File: src/rtl/hgsg_pkg.sv
// ----------------------------------------------------------------------------
// hgsg_pkg: shared types and constants of the hold gate
// widths, register codes, reset values and state encodings
// ----------------------------------------------------------------------------
package hgsg_pkg;

	localparam int SAMPLE_W = 24;
	localparam int COEFF_W  = 25;
	localparam int HOLD_W   = 18;
	localparam int GROW_W   = 16;
	localparam int ACT_W    = 22;
	localparam int MUL_W    = 27;
	localparam int PROD_W   = 2 * MUL_W;
	localparam int FRAC_W   = 24;
	localparam int IDX_W    = 4;
	localparam int IN_W     = 96;
	localparam int OUT_W    = 80;

	localparam logic [COEFF_W-1:0] ONE_Q24 = 25'd16777216;

	localparam int unsigned OPEN_COEFF_DEF = 58151;

	localparam logic [COEFF_W-1:0] RST_ATTACK    = 25'd1156000;
	localparam logic [COEFF_W-1:0] RST_RELEASE   = 25'd4369;
	localparam logic [COEFF_W-1:0] RST_THRESHOLD = 25'd16777;
	localparam logic [COEFF_W-1:0] RST_FLOOR     = 25'd0;
	localparam logic [COEFF_W-1:0] RST_CLOSE     = 25'd34900;
	localparam logic [HOLD_W-1:0]  RST_HOLD_BASE = 18'd4800;
	localparam logic [HOLD_W-1:0]  RST_HOLD_MAX  = 18'd96000;
	localparam logic [GROW_W-1:0]  RST_GROWTH    = 16'd0;

	typedef enum logic [IDX_W-1:0] {
		REG_ATTACK    = 4'd0,
		REG_RELEASE   = 4'd1,
		REG_THRESHOLD = 4'd2,
		REG_FLOOR     = 4'd3,
		REG_CLOSE     = 4'd4,
		REG_HOLD_BASE = 4'd5,
		REG_HOLD_MAX  = 4'd6,
		REG_GROWTH    = 4'd7
	} reg_idx_t;

	typedef enum logic [1:0] {
		MODE_IDLE    = 2'd0,
		MODE_OPEN    = 2'd1,
		MODE_HOLD    = 2'd2,
		MODE_CLOSING = 2'd3
	} gate_mode_t;

	typedef enum logic [3:0] {
		SEQ_IDLE,
		SEQ_ENV_MUL,
		SEQ_ENV_UPD,
		SEQ_ACT,
		SEQ_GROW_MUL,
		SEQ_GATE,
		SEQ_GAIN_MUL,
		SEQ_GAIN_UPD,
		SEQ_WL_MUL,
		SEQ_WR_MUL,
		SEQ_DONE
	} seq_state_t;

	// effective settings after saturation and hold limits
	typedef struct packed {
		logic [COEFF_W-1:0] attack;
		logic [COEFF_W-1:0] release_c;
		logic [COEFF_W-1:0] threshold;
		logic [COEFF_W-1:0] floor_lvl;
		logic [COEFF_W-1:0] close_c;
		logic [HOLD_W-1:0]  base;
		logic [HOLD_W-1:0]  hmax;
		logic [GROW_W-1:0]  growth;
	} cfg_t;

	function automatic logic [COEFF_W-1:0] sat_one(input logic [COEFF_W-1:0] c);
		return (c > ONE_Q24) ? ONE_Q24 : c;
	endfunction

endpackage

File: src/rtl/hgsg_mul.sv
// ----------------------------------------------------------------------------
// hgsg_mul: shared signed multiplier
// one registered signed product per cycle, reused by every product step
// ----------------------------------------------------------------------------
module hgsg_mul (
	input  logic                                 clk,
	input  logic signed [hgsg_pkg::MUL_W-1:0]    a,
	input  logic signed [hgsg_pkg::MUL_W-1:0]    b,
	output logic signed [hgsg_pkg::PROD_W-1:0]   p
);

	always_ff @(posedge clk) begin
		p <= a * b;
	end

endmodule

File: config.mk
export PLATFORM = sky130hd
export DESIGN_NAME = hgsg_mul
export DESIGN_NICKNAME = d
export VERILOG_FILES = /design/src/rtl/hgsg_pkg.sv /design/src/rtl/hgsg_mul.sv
export SDC_FILE = /design/constraint.sdc
export NUM_CORES = 2
export LEC_CHECK = 0
export BUFFER_PORTS_ARGS = -buffer_cell sky130_fd_sc_hd__buf_2
export CAP_MARGIN = 30
export CELL_PAD_IN_SITES_DETAIL_PLACEMENT = 1
export CELL_PAD_IN_SITES_GLOBAL_PLACEMENT = 1
export CORE_MARGIN = 2
export CORE_UTILIZATION = 40
export DETAILED_ROUTE_END_ITERATION = 16
export GPL_ROUTABILITY_DRIVEN = 0
export GPL_TIMING_DRIVEN = 1
export PLACE_DENSITY = 0.72
export SYNTH_ARGS = -nofsm -noshare
export SYNTH_HDL_FRONTEND = slang
export SYNTH_SLANG_ARGS = --single-unit
File: constraint.sdc
create_clock -name clk -period 7.6 [get_ports clk]
set_clock_uncertainty 0.2 [all_clocks]
set_input_delay 0.76 -clock clk [delete_from_list [all_inputs] [get_ports clk]]
set_output_delay 0.76 -clock clk [all_outputs]
set_load 0.005 [all_outputs]
==> reports/results.tsv <==
stage	metric	value	unit
finish	layout cells sized above 1	14.20	%
placed_design	Placed Instance Area	30850	um^2
critical_path	CP Capture Type	flip-flop	
finish	Area Overhead vs Synth	13.60	%
route	final wirelength	82950	um
critical_path	Worst Path Required	7.60	ns
finish	Filler cells	7935	
placed_design	pre-CTS WS	-0.6829	ns
die	# rows	96	
placed_design	port bufs	108	
clock_network	htree depth	2	
finish	multi-input combinational cell area	23020	um^2
clock_network	Root Buffer	clkbuf_16	
grt	met3 Resource Use GR	1.984	%
timing	Final WS setup	0.1214	ns
grt	first-pass GRT wire length	131700	um
route	DRC viols	0	
grt	total global-route track usage	24.29	%
logic_synthesis	Synth Cell Area	27630	um^2
clock_network	CTS Buffer Depth	2	
finish	Nets	4198	
finish	largest registers	p x54	
logic_synthesis	top post-synthesis cells by area	fa_1 (55%), inv_1 (11%), ha_1 (7.2%)	
die	die area	71200	um^2
logic_synthesis	FF+latch count, synth	54	
hold_path	class of the worst hold path	in2reg	
timing	Final min period	7.479	ns
clock_network	cts bufs inserted	5	
finish	max reg flops	54	
logic_synthesis	largest area contributor in the netlist	fa_1	
critical_path	CP startpoint kind	primary input	
critical_path	slowest cell on the critical path	fa_2	
critical_path	Most common cell on crit path	fa_1	
logic_synthesis	number of synthesized flops with an enable pin	0	
logic_synthesis	area share of the largest cell type after synthesis	55.13	%
logic_synthesis	post-synthesis async set-or-reset flop share	0	%
finish	Register Area	1081	um^2
critical_path	CP peak stage delay	0.55	ns
grt	met1 usage	24.63	%
timing	final worst path period share	98.40	%
grt	initial antenna violation count	7	
logic_synthesis	Post-synth top flop	dfxtp_1	
timing	pins over their slew limit	0	
grt	GR peak layer	met2	
finish	Reg with most FFs	p	
finish	design area	31390	um^2
grt	number of global-route vias before repair	25050	
critical_path	crit-path leading delay family	adder cells	
logic_synthesis	syn nets	3943	
route	routed via count	20400	
run_status	outcome	completed	
clock_network	CTS tree	built	
logic_synthesis	Cell variety after synth	65	
timing	Setup Viol. Count Final	0	
timing	Fmax	133.7	MHz
die	die width	266.8	um
finish	Core Util, Final	45.85	%
critical_path	CP arrival	7.48	ns
route	wire length per cell	20.18	um
logic_synthesis	Gate Count Post-Synth	2969	
die	I/O Pins	109	
grt	largest net degree at the start of global routing	22	
critical_path	Critical path buffers and inverters	8	
timing	Worst Max-Slew Pin Slew	0.4688	ns
clock_network	Clock Sinks	54	
route	via/cell ratio	4.963	
die	core area	68470	um^2
route	Initial DRC Count	712	
die	Starting Density	40.36	%
placed_design	post-DP HPWL	75000	um
timing	Fin. Hold Viols	0	
timing	Slew headroom	68.71	%
die	chip height	266.8	um
grt	met2 usage	47.66	%
route	DRT antenna net count	0	
clock_network	clock transition at the registers of the reported paths	0.09	ns
critical_path	critical path type	in2reg	
critical_path	Worst Path Max Fanout	10	
timing	hold_ws	0.8148	ns
grt	grt ovf	0	
logic_synthesis	Avg Inst Size Synth	9.307	um^2
clock_network	CTS Hold Bufs	0	
route	DRT Pass-1 Iters	5	
logic_synthesis	YS warnings	0	
flow_run	MaxCap Viol Count	0	
logic_synthesis	post-synthesis sequential area ratio	3.912	%
timing	RSZ-0062 raised after global routing	true	
==> routing by layer <==
| layer | wire length, um | vias to the layer above |
|---|---|---|
| met4 | 5878 | 2 |
| met3 | 1964 | 240 |
| met1 | 28250 | 10830 |
| met2 | 46840 | 429 |
| li1 | - | 8898 |
| met5 | 13 | - |
==> final timing paths <==
check	slack, ns	start	cells after the start	to
setup / recovery	0.12	b[5]	26	p[53]
hold / removal	0.81	b[0]	3	p[0]
==> stage by stage <==
stage,setup TNS [ns],cells
floorplan,0,2969
global placement,-1.103,4089
detailed placement,-5.350,4089
CTS,0,4097
global route,-0.2290,4110
finish,0,4111
==> layout make-up <==
type                            instances  share of cell area, %
Antenna cell                            4                0.03189
Inverter                              822                  9.829
Sequential cell                        54                  3.444
Clock inverter                          3                0.09167
Tap cell                              882                  3.515
Clock buffer                            5                 0.3986
Multi-Input combinational cell       1947                  73.35
Timing Repair Buffer                  394                  9.343
==> synthesized netlist by cell type (3+ instances only) <==
| master | n |
|---|---|
| a21oi_1 | 36 |
| and3_1 | 5 |
| o21ai_0 | 11 |
| dfxtp_1 | 54 |
| a21o_1 | 41 |
| nand2_1 | 421 |
| xor2_1 | 14 |
| o21ai_1 | 6 |
| a211oi_1 | 7 |
| xnor2_1 | 43 |
| nor3_1 | 4 |
| a2111oi_0 | 3 |
| nand3_1 | 9 |
| a31oi_1 | 6 |
| nand2b_1 | 11 |
| a21o_2 | 3 |
| o211ai_1 | 3 |
| o21bai_1 | 10 |
| nand4_1 | 9 |
| or2_2 | 3 |
| ha_1 | 158 |
| fa_1 | 761 |
| nor2_1 | 42 |
| inv_1 | 822 |
| clkbuf_1 | 136 |
| buf_2 | 3 |
| and2_1 | 299 |
==> what timing repair did <==
action | CTS | global route
pin swaps | 1 | 23
hold endpoints to repair | 0 | 0
resized for setup | 6 | 80
setup endpoints to repair | 7 | 14
buffers inserted | 0 | 11
==> cells in the final DEF, fill, tap and decap left out, types with 3 or more instances in the layout <==
| cell | n |
|---|---|
| fa_1 | 750 |
| and3_1 | 3 |
| nand2_1 | 419 |
| nor2_1 | 41 |
| nand4_1 | 9 |
| buf_12 | 10 |
| inv_1 | 821 |
| or2_2 | 3 |
| a21o_2 | 3 |
| a31oi_1 | 6 |
| o21ai_0 | 11 |
| xnor2_1 | 43 |
| clkbuf_4 | 23 |
| nor3_1 | 4 |
| fa_2 | 11 |
| dfxtp_1 | 54 |
| ha_4 | 3 |
| a21oi_1 | 35 |
| clkbuf_16 | 5 |
| nand3_1 | 9 |
| a21o_1 | 41 |
| and3_2 | 3 |
| and2_1 | 299 |
| a211oi_1 | 5 |
| buf_6 | 8 |
| ha_1 | 155 |
| diode_2 | 4 |
| xor2_1 | 14 |
| nand2b_1 | 11 |
| o21ai_1 | 5 |
| buf_4 | 273 |
| o21bai_1 | 10 |
| o211ai_1 | 3 |
| buf_2 | 78 |
==> kinds of logic (layout without fill, tap and decap cells) <==
family,Yosys count,in the layout,synth area share [%]
AOI/OAI and AO/OA,155,155,4.275
xor gates and xnor gates,57,57,1.807
adders and majority gates,919,919,62.29
buffers and inverters,968,1224,13.39
DFF,54,54,3.912
other,0,4,0
and+or+nand+nor,816,816,14.33
Power is not shown: default switching activity piles up to over one toggle a cycle in this logic, so the estimate is an artifact.
