## config.mk

```make
export PLATFORM = sky130hd
export DESIGN_NAME = hgsg_cfg
export DESIGN_NICKNAME = d
export VERILOG_FILES = /design/src/rtl/hgsg_pkg.sv /design/src/rtl/hgsg_cfg.sv
export SDC_FILE = /design/constraint.sdc
export NUM_CORES = 1
export LEC_CHECK = 0
export BUFFER_PORTS_ARGS = -buffer_cell sky130_fd_sc_hd__buf_2
export CORE_MARGIN = 1.5
export CORE_UTILIZATION = 53
export DETAILED_ROUTE_END_ITERATION = 10
export GPL_TIMING_DRIVEN = 0
export PLACE_DENSITY_LB_ADDON = 0.3
export SETUP_SLACK_MARGIN = 0.05
export SKIP_CTS_REPAIR_TIMING = 1
export SLEW_MARGIN = 30
export SYNTH_ARGS = -nofsm -noshare
export SYNTH_HDL_FRONTEND = slang
export SYNTH_SLANG_ARGS = --single-unit
```

## constraint.sdc

```tcl
create_clock -name clk -period 2.8 [get_ports clk]
set_clock_uncertainty 0.05 [all_clocks]
set_input_delay 0.14 -clock clk [delete_from_list [all_inputs] [get_ports clk]]
set_output_delay 0.14 -clock clk [all_outputs]
set_load 0.005 [all_outputs]
```

## src/rtl/hgsg_pkg.sv

```systemverilog
// ----------------------------------------------------------------------------
// hgsg_pkg: shared types and constants of the hold gate
// widths, register codes, reset values and state encodings
// ----------------------------------------------------------------------------
package hgsg_pkg;

	localparam int SAMPLE_W = 24;
	localparam int COEFF_W  = 25;
	localparam int HOLD_W   = 18;
	localparam int GROW_W   = 16;
	localparam int ACT_W    = 22;
	localparam int MUL_W    = 27;
	localparam int PROD_W   = 2 * MUL_W;
	localparam int FRAC_W   = 24;
	localparam int IDX_W    = 4;
	localparam int IN_W     = 96;
	localparam int OUT_W    = 80;

	localparam logic [COEFF_W-1:0] ONE_Q24 = 25'd16777216;

	localparam int unsigned OPEN_COEFF_DEF = 58151;

	localparam logic [COEFF_W-1:0] RST_ATTACK    = 25'd1156000;
	localparam logic [COEFF_W-1:0] RST_RELEASE   = 25'd4369;
	localparam logic [COEFF_W-1:0] RST_THRESHOLD = 25'd16777;
	localparam logic [COEFF_W-1:0] RST_FLOOR     = 25'd0;
	localparam logic [COEFF_W-1:0] RST_CLOSE     = 25'd34900;
	localparam logic [HOLD_W-1:0]  RST_HOLD_BASE = 18'd4800;
	localparam logic [HOLD_W-1:0]  RST_HOLD_MAX  = 18'd96000;
	localparam logic [GROW_W-1:0]  RST_GROWTH    = 16'd0;

	typedef enum logic [IDX_W-1:0] {
		REG_ATTACK    = 4'd0,
		REG_RELEASE   = 4'd1,
		REG_THRESHOLD = 4'd2,
		REG_FLOOR     = 4'd3,
		REG_CLOSE     = 4'd4,
		REG_HOLD_BASE = 4'd5,
		REG_HOLD_MAX  = 4'd6,
		REG_GROWTH    = 4'd7
	} reg_idx_t;

	typedef enum logic [1:0] {
		MODE_IDLE    = 2'd0,
		MODE_OPEN    = 2'd1,
		MODE_HOLD    = 2'd2,
		MODE_CLOSING = 2'd3
	} gate_mode_t;

	typedef enum logic [3:0] {
		SEQ_IDLE,
		SEQ_ENV_MUL,
		SEQ_ENV_UPD,
		SEQ_ACT,
		SEQ_GROW_MUL,
		SEQ_GATE,
		SEQ_GAIN_MUL,
		SEQ_GAIN_UPD,
		SEQ_WL_MUL,
		SEQ_WR_MUL,
		SEQ_DONE
	} seq_state_t;

	// effective settings after saturation and hold limits
	typedef struct packed {
		logic [COEFF_W-1:0] attack;
		logic [COEFF_W-1:0] release_c;
		logic [COEFF_W-1:0] threshold;
		logic [COEFF_W-1:0] floor_lvl;
		logic [COEFF_W-1:0] close_c;
		logic [HOLD_W-1:0]  base;
		logic [HOLD_W-1:0]  hmax;
		logic [GROW_W-1:0]  growth;
	} cfg_t;

	function automatic logic [COEFF_W-1:0] sat_one(input logic [COEFF_W-1:0] c);
		return (c > ONE_Q24) ? ONE_Q24 : c;
	endfunction

endpackage

```

## src/rtl/hgsg_cfg.sv

```systemverilog
// ----------------------------------------------------------------------------
// hgsg_cfg: configuration registers
// write-only register file; presents saturated and limited settings
// ----------------------------------------------------------------------------
module hgsg_cfg (
	input  logic                               clk,
	input  logic                               arst_n,
	input  logic                               cfg_we,
	input  logic [hgsg_pkg::IDX_W-1:0]         cfg_index,
	input  logic [hgsg_pkg::COEFF_W-1:0]       cfg_data,
	output hgsg_pkg::cfg_t                     cfg
);

	logic [hgsg_pkg::COEFF_W-1:0] attack_q, release_q, threshold_q, floor_q, close_q;
	logic [hgsg_pkg::HOLD_W-1:0]  base_q, hmax_q;
	logic [hgsg_pkg::GROW_W-1:0]  growth_q;
	logic [hgsg_pkg::HOLD_W-1:0]  base_eff;

	always_ff @(posedge clk or negedge arst_n) begin
		if (!arst_n) begin
			attack_q    <= hgsg_pkg::RST_ATTACK;
			release_q   <= hgsg_pkg::RST_RELEASE;
			threshold_q <= hgsg_pkg::RST_THRESHOLD;
			floor_q     <= hgsg_pkg::RST_FLOOR;
			close_q     <= hgsg_pkg::RST_CLOSE;
			base_q      <= hgsg_pkg::RST_HOLD_BASE;
			hmax_q      <= hgsg_pkg::RST_HOLD_MAX;
			growth_q    <= hgsg_pkg::RST_GROWTH;
		end else if (cfg_we) begin
			case (cfg_index)
				hgsg_pkg::REG_ATTACK:    attack_q    <= cfg_data;
				hgsg_pkg::REG_RELEASE:   release_q   <= cfg_data;
				hgsg_pkg::REG_THRESHOLD: threshold_q <= cfg_data;
				hgsg_pkg::REG_FLOOR:     floor_q     <= cfg_data;
				hgsg_pkg::REG_CLOSE:     close_q     <= cfg_data;
				hgsg_pkg::REG_HOLD_BASE: base_q      <= cfg_data[hgsg_pkg::HOLD_W-1:0];
				hgsg_pkg::REG_HOLD_MAX:  hmax_q      <= cfg_data[hgsg_pkg::HOLD_W-1:0];
				hgsg_pkg::REG_GROWTH:    growth_q    <= cfg_data[hgsg_pkg::GROW_W-1:0];
				default: ;
			endcase
		end
	end

	// zero base acts as one, max below base acts as base
	assign base_eff = (base_q == '0) ? hgsg_pkg::HOLD_W'(1) : base_q;

	always_comb begin
		cfg.attack    = hgsg_pkg::sat_one(attack_q);
		cfg.release_c = hgsg_pkg::sat_one(release_q);
		cfg.threshold = threshold_q;
		cfg.floor_lvl = hgsg_pkg::sat_one(floor_q);
		cfg.close_c   = hgsg_pkg::sat_one(close_q);
		cfg.base      = base_eff;
		cfg.hmax      = (hmax_q < base_eff) ? base_eff : hmax_q;
		cfg.growth    = growth_q;
	end

endmodule

```

==> key figures, run 1 <==
Power
  • Switching Power: 2.72 mW
  • LEAKAGE: 5.06 nW
  • Pwr/cell area: 867 mW/mm^2
  • VDD IR max: 0.000633 V
  • Combinational share of power: 34.0%
  • Clk pwr share: 26.0%
  • Seq pwr share: 40.0%
  • Switching portion of total power: 29.5%
  • Overall power: 9.23 mW
  • Internal: 6.51 mW

Hold path
  • Worst Hold Class: in -> reg
  • Worst Hold Launch: cfg_data[21]

Setup path
  • Crit path kind: reg -> out
  • Crit path arrival time: 3.00 ns
  • Crit path from: base_q[6]
  • Crit-path max FO: 7
  • CP endpoint kind: output pin
  • CP startpoint kind: flop
  • Req. time, crit path: 2.61 ns
  • Worst r2r src: floor_q[24]

Routing
  • WL final: 22300 um
  • Vias/cell: 5.59
  • First DRT Iteration DRCs: 416
  • DRC: 0
  • Total vias in the final route: 6154
  • Drt wl/cell: 20.3 um
  • Post-route ant nets: 0
  • TritonRoute pass-1 iters: 4

STA
  • Slew Limit Fails: 0
  • Worst Max-Slew Pin Slew: 0.741 ns
  • Final hold vios: 4
  • Relative max-transition margin: 50.6%
  • Min Hold Slack: -0.00451 ns
  • Max Clk Rate: 0.313 GHz
  • Setup slack after layout: -0.394 ns
  • Setup violators final: 18
  • Tcrit/Tclk final: 114%
  • Fin Setup TNS: -6.48 ns
  • Min cycle time layout: 3.19 ns
  • Unrepaired setup endpoints after global routing: true

Global route
  • Vias in the first global route: 5855
  • GR Overflow Total: 0
  • Initial antenna violation count: 0
  • First-pass GRT wire length: 32200 um
  • Total GRT Usage: 26.3%
  • Largest net degree at the start of global routing: 78

Cells and area
  • Filler cells: 1109
  • Design area: 0.0107 mm^2
  • FF+latch area: 0.00447 mm^2
  • NumNets Final: 950
  • Area of the multi-input gates: 0.00365 mm^2
  • Final cell count without fillers: 1100
  • Layout cells sized above 1: 53.3%
  • Area Overhead vs Synth: 29.0%
  • Diode count: 0

Placed design
  • Port buffer count: 207
  • Global placer's final weighted congestion: 0.819
  • DP Wirelength: 15000 um
  • Post-Place Worst Slack: -0.259 ns
  • Post-Place Cells: 1050
  • Area of placed instances: 0.00960 mm^2

Logic synthesis
  • Most frequently used flop master after synthesis: dfrtp_1
  • Mapped Area: 0.00826 mm^2
  • Yosys cell types: 31
  • Syn avg cell area: 12.6 um^2
  • Syn Nets: 702
  • Sequential fraction of the synthesis area: 54.1%
  • Flops & latches, synth: 177
  • Ys async rst share: 100%
  • Post-synth EDFFs: 0
  • Ys Warns: 0
  • Mapped Cells: 653

Clocking
  • CTS tree: done
  • Root buf cell: clkbuf_16
  • Clk pin slew, worst setup/hold paths: 0.06 ns
  • Clk buf depth: 2
  • Cts bufs inserted: 17
  • H-tree depth: 4
  • CTS sink cnt: 177
  • Worst skew pair latency: 0.42 ns

Status
  • Failing checks: hold timing, setup timing
  • Outcome: finished, violations left

Floorplan
  • FP Rows: 45
  • Full die area: 0.0163 mm^2
  • Die height: 128 um
  • I/O pin total: 209
  • Starting Density: 54.3%
  • Core ar.: 0.0152 mm^2
  • Die X: 128 um

Run
  • Number of max-cap violations: 0
metal layers:
layer,routed length [um],global-route usage [%],vias up
li1,-,-,2771
met1,9750,36.3,3092
met3,1670,7.18,30
met4,342,6.35,0
met5,0,0,-
met2,10600,41.6,261
per-stage QoR:
| stage | utilization, % | hold WS, ns |
|---|---|---|
| floorplan | - | -0.206 |
| global placement | 62.7 | 0.404 |
| detailed placement | 63.1 | -0.0449 |
| CTS | 67.0 | -0.496 |
| global route | 70.1 | 0.00304 |
| finish | 70.1 | -0.00451 |
power by group through the flow:
| stage | logic (mW) | clock network, mW | registers [mW] |
|---|---|---|---|
| detailed placement | 2.56 | 0 | 3.71 |
| CTS | 2.60 | 2.44 | 3.67 |
| finish | 3.14 | 2.40 | 3.70 |
| floorplan | 1.52 | 0 | 3.59 |
| global route | 3.37 | 2.53 | 3.77 |
| global placement | 2.50 | 0 | 3.68 |
cell families after synthesis:
| group | after synthesis | share of synthesized area (%) |
|---|---|---|
| compound gates | 36 | 2.77 |
| fa+ha+maj | 17 | 2.58 |
| simple gates | 177 | 12.5 |
| flops | 177 | 54.1 |
| mux | 176 | 24.5 |
| buf+inv | 70 | 3.52 |
registers in the layout (all words and copies together) (netlist names):
name	count
release_q	25
close_q	25
floor_q	25
threshold_q	25
growth_q	16
attack_q	25
hmax_q	18
base_q	18
layout by cell type (no fill, tap or decap), types with 4 or more instances in the layout:
cell	n
ha_4	5
clkbuf_1	44
dlygate4sd3_1	6
and2_1	64
nor2b_1	32
dfrtp_1	142
buf_2	190
buf_4	11
clkbuf_16	18
dfstp_2	33
nor4_1	25
buf_6	17
ha_1	12
o21ai_1	4
inv_1	18
mux2_4	17
buf_1	5
nand4_1	9
nand2_1	27
o21ai_0	19
mux2_2	159
cells in the mapped netlist, types with 2 or more instances:
cell type	count	area share, %
clkbuf_1	41	1.9
mux2_2	166	23
nor4_1	29	2.2
nor2b_1	32	2.4
o21ai_0	26	1.6
nand2_1	27	1.2
ha_1	17	2.6
and2_1	64	4.8
nand4_1	9	0.68
mux2_4	10	1.8
nor3_1	2	0.12
inv_1	21	0.95
a21oi_1	4	0.24
nand3b_1	3	0.27
nor2_1	3	0.14
buf_1	5	0.23
a21o_1	2	0.18
nand3_1	2	0.12
dfstp_2	33	11
dfrtp_1	144	44
nor3b_1	3	0.27
worst paths after layout:
check / end / slack, ns / cells after the start
max reg2reg: floor_q[24] / 1.69 / 2
max in group asynchronous: threshold_q[14] / 1.90 / 3
min: release_q[21] / -0.005 / 2
min reg2reg: threshold_q[17] / 0.45 / 1
min in group asynchronous: attack_q[6] / 0.11 / 2
max: cfg[31] / -0.39 / 11
final cells by class:
| type | count | share of cell area [%] |
|---|---|---|
| Clock inverter | 6 | 1.01 |
| Sequential cell | 177 | 42.0 |
| Buffer | 49 | 2.00 |
| Tap cell | 188 | 2.21 |
| Inverter | 21 | 0.740 |
| Timing Repair Buffer | 229 | 13.2 |
| Clock buffer | 24 | 4.52 |
| Multi-Input combinational cell | 406 | 34.3 |
critical path: stages (launching register included):
cell       delay [ns]
dfstp_2          0.57
inv_2            0.06
ha_4             0.23
nand4_1          0.18
inv_1            0.08
a221oi_2         0.32
nor3_2           0.11
a311oi_4         0.27
buf_12           0.18
clkbuf_16        0.16
mux2_4           0.30
buf_6            0.12
No activity file was read; power rests on OpenSTA's default activity.
==> run 2: changes to the inputs <==
- ABC_AREA: default -> 1
- CORE_UTILIZATION: 53 -> 54
- MAX_ROUTING_LAYER: default -> met4
==> key figures, run 2 <==
Clocking
  • H-tree depth: 4 (unchanged)
  • Cts bufs inserted: 17 (unchanged)
  • Clk buf depth: 2 (unchanged)
  • Worst skew pair latency: 0.43 ns (about the same)
  • CTS tree: done
  • CTS sink cnt: 177 (unchanged)
  • Root buf cell: clkbuf_16
  • Clk pin slew, worst setup/hold paths: 0.06 ns (about the same)

Power
  • LEAKAGE: 5.63 nW (+11%)
  • Overall power: 9.12 mW (-1.2%)
  • Pwr/cell area: 847 mW/mm^2 (-2.3%)
  • VDD IR max: 0.000517 V (-18%)

Logic synthesis
  • Post-synth top area share: 43.2% (-0.42 points)
  • Simple-gate share of the synthesized area: 21.9% (+9.4 points)
  • Ys async rst share: 100% (unchanged)
  • Largest family of logic cells by synthesized area: simple AND/OR/NAND/NOR gates
  • Mapped Cells: 1014 (+55%)
  • Syn Nets: 1063 (+51%)
  • Syn avg cell area: 8.22 um^2 (-35%)
  • Most frequently used flop master after synthesis: dfrtp_1
  • Mapped Area: 0.00834 mm^2 (+0.97%)
  • Sequential fraction of the synthesis area: 53.6% (-0.52 points)
  • Flops & latches, synth: 177 (unchanged)
  • Top cells by count, synth: nand2_1 (190), o21ai_0 (160), inv_1 (145)
  • Count leader, synth: nand2_1
  • Ys Warns: 0 (unchanged)
  • Top post-synthesis cells by area: dfrtp_1 (43%), dfstp_2 (10%), o21ai_0 (9.6%)
  • Compound-Gate Fraction of Synth Area: 11.8% (+9.0 points)
  • Yosys cell types: 32 (+3.2%)
  • Synth area leader: dfrtp_1
  • Post-synthesis adder-cell area fraction: 2.55% (-0.025 points)
  • Post-synthesis xor/xnor area fraction: 0% (unchanged)
  • Post-synth EDFFs: 0 (unchanged)
  • Post-synthesis mux area share: 0% (-24 points)

STA
  • Unrepaired setup endpoints after global routing: true
  • Slew Limit Fails: 0 (unchanged)
  • Fin Setup TNS: 0 ns (+6.48 ns)
  • Setup slack after layout: 0.0449 ns (+0.439 ns)
  • Max Clk Rate: 0.363 GHz (+16%)
  • Final hold vios: 0 (-4)
  • Min Hold Slack: 0.0292 ns (+0.0337 ns)
  • Tcrit/Tclk final: 98.4% (-16 points)
  • Setup violators final: 0 (-18)
  • Worst Max-Slew Pin Slew: 0.520 ns (-0.221 ns)
  • Relative max-transition margin: 65.3% (+15 points)
  • Min cycle time layout: 2.76 ns (-0.439 ns)

Status
  • Outcome: complete, no violations

Placed design
  • Global placer's final weighted congestion: 0.870 (+6.3%)
  • Post-Place Cells: 1412 (+34%)
  • Post-Place Worst Slack: 0.520 ns (+0.779 ns)
  • Area of placed instances: 0.00968 mm^2 (+0.83%)
  • Port buffer count: 208 (+0.48%)
  • DP Wirelength: 17200 um (+15%)

Global route
  • GR Overflow Total: 0 (unchanged)
  • Total GRT Usage: 31.7% (+5.5 points)
  • Largest net degree at the start of global routing: 90 (+15%)
  • Vias in the first global route: 7220 (+23%)
  • First-pass GRT wire length: 37600 um (+17%)
  • Initial antenna violation count: 2 (+2)

Setup path
  • Crit path kind: reg -> out
  • Critical Path Most Common Cell: nand2_2
  • Critical-path cell list: inv_2 > ha_4 > nand2_2 > nor2_4 > nand4_4 > nor4_4 > nand2_4 > nand2_8 > clkbuf_16 > nand2_2 > nand2_2 > buf_6
  • Req. time, crit path: 2.61 ns (about the same)
  • Crit-path max FO: 7 (unchanged)
  • CP max stage delay: 0.41 ns (-0.16 ns)
  • CP endpoint kind: output pin
  • Slowest CP cell: dfrtp_1
  • Crit path arrival time: 2.57 ns (-0.43 ns)
  • CP startpoint kind: flop

Cells and area
  • Area Overhead vs Synth: 29.2%
  • Layout cells sized above 1: 27.7% (-26 points)
  • Design area: 0.0108 mm^2 (+1.1%)
  • Most frequent cells in the layout: buf_2 (212), nand2_1 (187), o21ai_0 (160), dfrtp_1 (143), inv_1 (140)
  • Final cell count without fillers: 1485 (+35%)
  • Commonest non-fill, non-tap cell in the layout: buf_2
  • Filler cells: 1215 (+9.6%)
  • NumNets Final: 1331 (+40%)
  • Fin util: 71.1% (+1.0 points)

Floorplan
  • Starting Density: 55.0% (+0.73 points)
  • I/O pin total: 209 (unchanged)
  • Core ar.: 0.0151 mm^2 (-0.37%)
  • Full die area: 0.0162 mm^2 (-0.88%)
  • Die height: 127 um (-0.44%)
  • Die X: 127 um (-0.44%)
  • FP Rows: 45 (unchanged)

Routing
  • Vias/cell: 5.32 (-4.8%)
  • First DRT Iteration DRCs: 752 (+81%)
  • WL final: 25200 um (+13%)
  • Total vias in the final route: 7907 (+28%)
  • TritonRoute pass-1 iters: 5 (+1)
  • DRC: 0 (unchanged)
  • Drt wl/cell: 17.0 um (-16%)
  • Post-route ant nets: 0 (unchanged)

Run
  • Number of max-cap violations: 0 (unchanged)

Hold path
  • Worst Hold Class: in -> async
-- run 2: path summary, 6_finish.rpt --
check	depth (start not counted)	to	start	slack [ns]
setup / recovery	12	cfg[31]	base_q[15]	0.04
hold / removal	2	base_q[0]	arst_n	0.03
setup reg to reg	2	base_q[7]	base_q[7]	1.87
hold reg to reg	2	close_q[21]	close_q[21]	0.43
max in group asynchronous	3	release_q[12]	arst_n	2.04
min in group clk	3	close_q[21]	cfg_data[21]	0.03
-- run 2: per-layer routing --
| metal | up-vias | share of wire, % | GRT usage, % |
|---|---|---|---|
| li1 | 3712 | - | - |
| met3 | 69 | 7.3 | 6.57 |
| met2 | 368 | 47 | 48.6 |
| met1 | 3758 | 42 | 41.9 |
| met5 | - | 0 | - |
| met4 | 0 | 3.0 | 12.5 |
-- run 2: logic make-up (layout without fill, tap and decap cells) --
logic type	Yosys count	in the layout
AND/OR/NAND/NOR	413	413
flip-flops	177	177
AO/OA/AOI/OAI	192	192
adder cells (fa/ha/maj)	17	17
buffers and inverters	215	496
other	0	2
-- run 2: layout make-up --
class                           count  area, um^2  share of cell area, %
Buffer                             66         285                   2.65
Clock buffer                       25         526                   4.88
Tap cell                          188         235                   2.18
Multi-Input combinational cell    622        3110                   28.9
Clock inverter                      7        95.1                  0.883
Antenna cell                        2        5.00                 0.0465
Timing Repair Buffer              249        1480                   13.7
Sequential cell                   177        4470                   41.5
Inverter                          149         562                   5.22
-- run 2: worst max-delay path, delay by kind of cell, from the launching register on --
family        cells  cell delay [ns]
simple gates      8             1.12
flops             1             0.41
buf+inv           3             0.34
fa+ha+maj         1             0.27
-- run 2: where the power goes --
| group | total, mW | leakage, nW | internal [mW] | switching [mW] |
|---|---|---|---|---|
| combinational | 3.05 | 3.18 | 1.37 | 1.68 |
| clock | 2.48 | 0.306 | 1.48 | 0.992 |
| sequential | 3.59 | 2.15 | 3.18 | 0.414 |
| total | 9.12 | 5.63 | 6.03 | 3.09 |
==> run 3: changes to the inputs <==
- CORE_UTILIZATION: 54 -> 50
- HOLD_SLACK_MARGIN: default -> 0.06
==> key figures, run 3 (synthesis results as in run 2) <==
Global route
  • First-pass GRT wire length: 38600 um (+2.6%)
  • GR Overflow Total: 0 (unchanged)
  • Total GRT Usage: 29.7% (-2.0 points)
  • Vias in the first global route: 7099 (-1.7%)
  • Initial antenna violation count: 3 (+1)
  • Largest net degree at the start of global routing: 76 (-16%)

Cells and area
  • NumNets Final: 1331 (unchanged)
  • Most frequent cells in the layout: buf_2 (211), nand2_1 (188), o21ai_0 (160), dfrtp_1 (143), inv_1 (141)
  • Layout cells sized above 1: 27.1% (-0.62 points)
  • Fin util: 65.8% (-5.4 points)
  • Area Overhead vs Synth: 29.4%
  • Commonest non-fill, non-tap cell in the layout: buf_2

Setup path
  • CP max stage delay: 0.56 ns (+0.15 ns)
  • CP startpoint kind: flop
  • Req. time, crit path: 2.61 ns (about the same)
  • Crit-path max FO: 7 (unchanged)
  • Crit path kind: reg -> out
  • Critical-path cell list: inv_2 > ha_4 > nand2_4 > inv_4 > nand4_4 > nor4_4 > nand2_4 > nand2_8 > clkbuf_16 > nand2_4 > nand2_2 > buf_2
  • Crit path arrival time: 2.56 ns (about the same)
  • Reg2Reg Setup Slack: 1.78 ns (-0.09 ns)
  • Slowest CP cell: dfstp_2
  • CP endpoint kind: output pin
  • Critical Path Most Common Cell: nand2_4

Routing
  • Post-route ant nets: 0 (unchanged)
  • DRC: 0 (unchanged)
  • First DRT Iteration DRCs: 653 (-13%)
  • Vias/cell: 5.21 (-2.2%)
  • Drt wl/cell: 16.9 um (-0.79%)
  • WL final: 25600 um (+1.4%)
  • Total vias in the final route: 7903 (-0.051%)
  • TritonRoute pass-1 iters: 5 (unchanged)

Power
  • Switching portion of total power: 34.2% (+0.33 points)
  • LEAKAGE: 5.61 nW (-0.31%)
  • Pwr/cell area: 837 mW/mm^2 (-1.2%)
  • Clk pwr share: 26.1% (-1.0 points)
  • Internal: 5.94 mW (-1.5%)
  • VDD IR max: 0.000448 V (-13%)
  • Combinational share of power: 34.0% (+0.5 points)
  • Switching Power: 3.09 mW (about the same)
  • Seq pwr share: 39.9% (+0.5 points)

Floorplan
  • Full die area: 0.0175 mm^2 (+7.8%)
  • Die height: 132 um (+3.8%)
  • I/O pin total: 209 (unchanged)
  • FP Rows: 47 (+4.4%)
  • Die X: 132 um (+3.8%)
  • Starting Density: 50.8% (-4.2 points)
  • Core ar.: 0.0164 mm^2 (+8.3%)

Clocking
  • H-tree depth: 4 (unchanged)
  • Clk pin slew, worst setup/hold paths: 0.07 ns (about the same)
  • Clk buf depth: 2 (unchanged)
  • CTS tree: done
  • Root buf cell: clkbuf_16
  • Cts bufs inserted: 17 (unchanged)
  • CTS sink cnt: 177 (unchanged)
  • Worst skew pair latency: 0.42 ns (about the same)

STA
  • Min Hold Slack: 0.0354 ns (+0.00617 ns)
  • Setup violators final: 0 (unchanged)
  • Unrepaired setup endpoints after global routing: true
  • Worst Max-Slew Pin Slew: 0.530 ns (+0.00962 ns)
  • Min cycle time layout: 2.75 ns (-0.000957 ns)
  • Slew Limit Fails: 0 (unchanged)
  • Final hold vios: 0 (unchanged)
  • Max Clk Rate: 0.363 GHz (about the same)
  • Relative max-transition margin: 64.7% (-0.64 points)
  • Tcrit/Tclk final: 98.4% (about the same)

Placed design
  • Port buffer count: 208 (unchanged)
  • Global placer's final weighted congestion: 0.922 (+5.9%)
  • DP Wirelength: 17700 um (+2.5%)

Status
  • Outcome: complete, no violations

Run
  • Number of max-cap violations: 0 (unchanged)

Hold path
  • Worst Hold Class: in -> reg
-- run 3: cell types whose count changed in the layout (fill, tap and decap cells not counted), moves of 2 or more --
| cell | change |
|---|---|
| dlygate4sd3_1 | +2 |
| buf_4 | -2 |
| nand2_4 | +2 |
| clkinvlp_4 | +2 |
| clkbuf_8 | -5 |
| nand2_2 | -3 |
| clkbuf_1 | +3 |
-- run 3: layout make-up --
| class | count | area (um^2) |
|---|---|---|
| multi-input cells | 622 | 3120 |
| inverters | 149 | 562 |
| well taps | 220 | 275 |
| clock inverters | 9 | 106 |
| diodes | 3 | 7.51 |
| plain buffers | 66 | 289 |
| fillers | 1345 | 5620 |
| repair buffers | 249 | 1490 |
| flip-flops and latches | 177 | 4470 |
| clock buffers | 23 | 468 |
-- run 3: through the flow --
step / setup slack, ns / area [um^2] / std cells / TNS, ns / power [mW]
floorplan: 0.796 / 8340 / 1014 / 0 / 5.14
detailed placement: 0.514 / 9720 / 1444 / 0 / 6.32
global route: -0.00442 / 10800 / 1518 / -0.00455 / 9.55
finish: 0.0459 / 10800 / 1518 / 0 / 9.03
CTS: 0.0328 / 10300 / 1476 / 0 / 8.65
global placement: -1.21 / 9650 / 1442 / -177.60 / 6.23
-- run 3: worst paths after layout --
| check | startpoint | endpoint | depth (start not counted) |
|---|---|---|---|
| max in group asynchronous | arst_n | hmax_q[16] | 4 |
| worst min register to register | threshold_q[15] | threshold_q[15] | 2 |
| worst min-delay path | cfg_data[20] | close_q[20] | 3 |
| min in group asynchronous | arst_n | close_q[21] | 2 |
| worst max-delay path | base_q[12] | cfg[32] | 12 |
| worst max register to register | base_q[12] | base_q[12] | 3 |
-- run 3: layer usage --
| layer | up-vias | share of wire, % | global-route usage, % |
|---|---|---|---|
| li1 | 3705 | - | - |
| met1 | 3799 | 43 | 40.8 |
| met2 | 344 | 47 | 45.2 |
| met3 | 55 | 6.8 | 4.27 |
| met4 | 0 | 3.1 | 11.2 |
| met5 | - | 0 | - |
-- run 3: critical path, delay by kind of cell, from the launching register on --
family / cells / cell delay [ns]
flops: 1 / 0.56
buf+inv: 4 / 0.37
simple gates: 7 / 0.93
fa+ha+maj: 1 / 0.27
-- run 3: power groups by stage --
stage	logic, mW	registers (mW)	clock network, mW
after floorplan	1.62	3.51	0
after global placement	2.63	3.60	0
after detailed placement	2.70	3.62	0
after CTS	2.72	3.58	2.35
after global routing	3.41	3.67	2.47
final	3.07	3.60	2.35
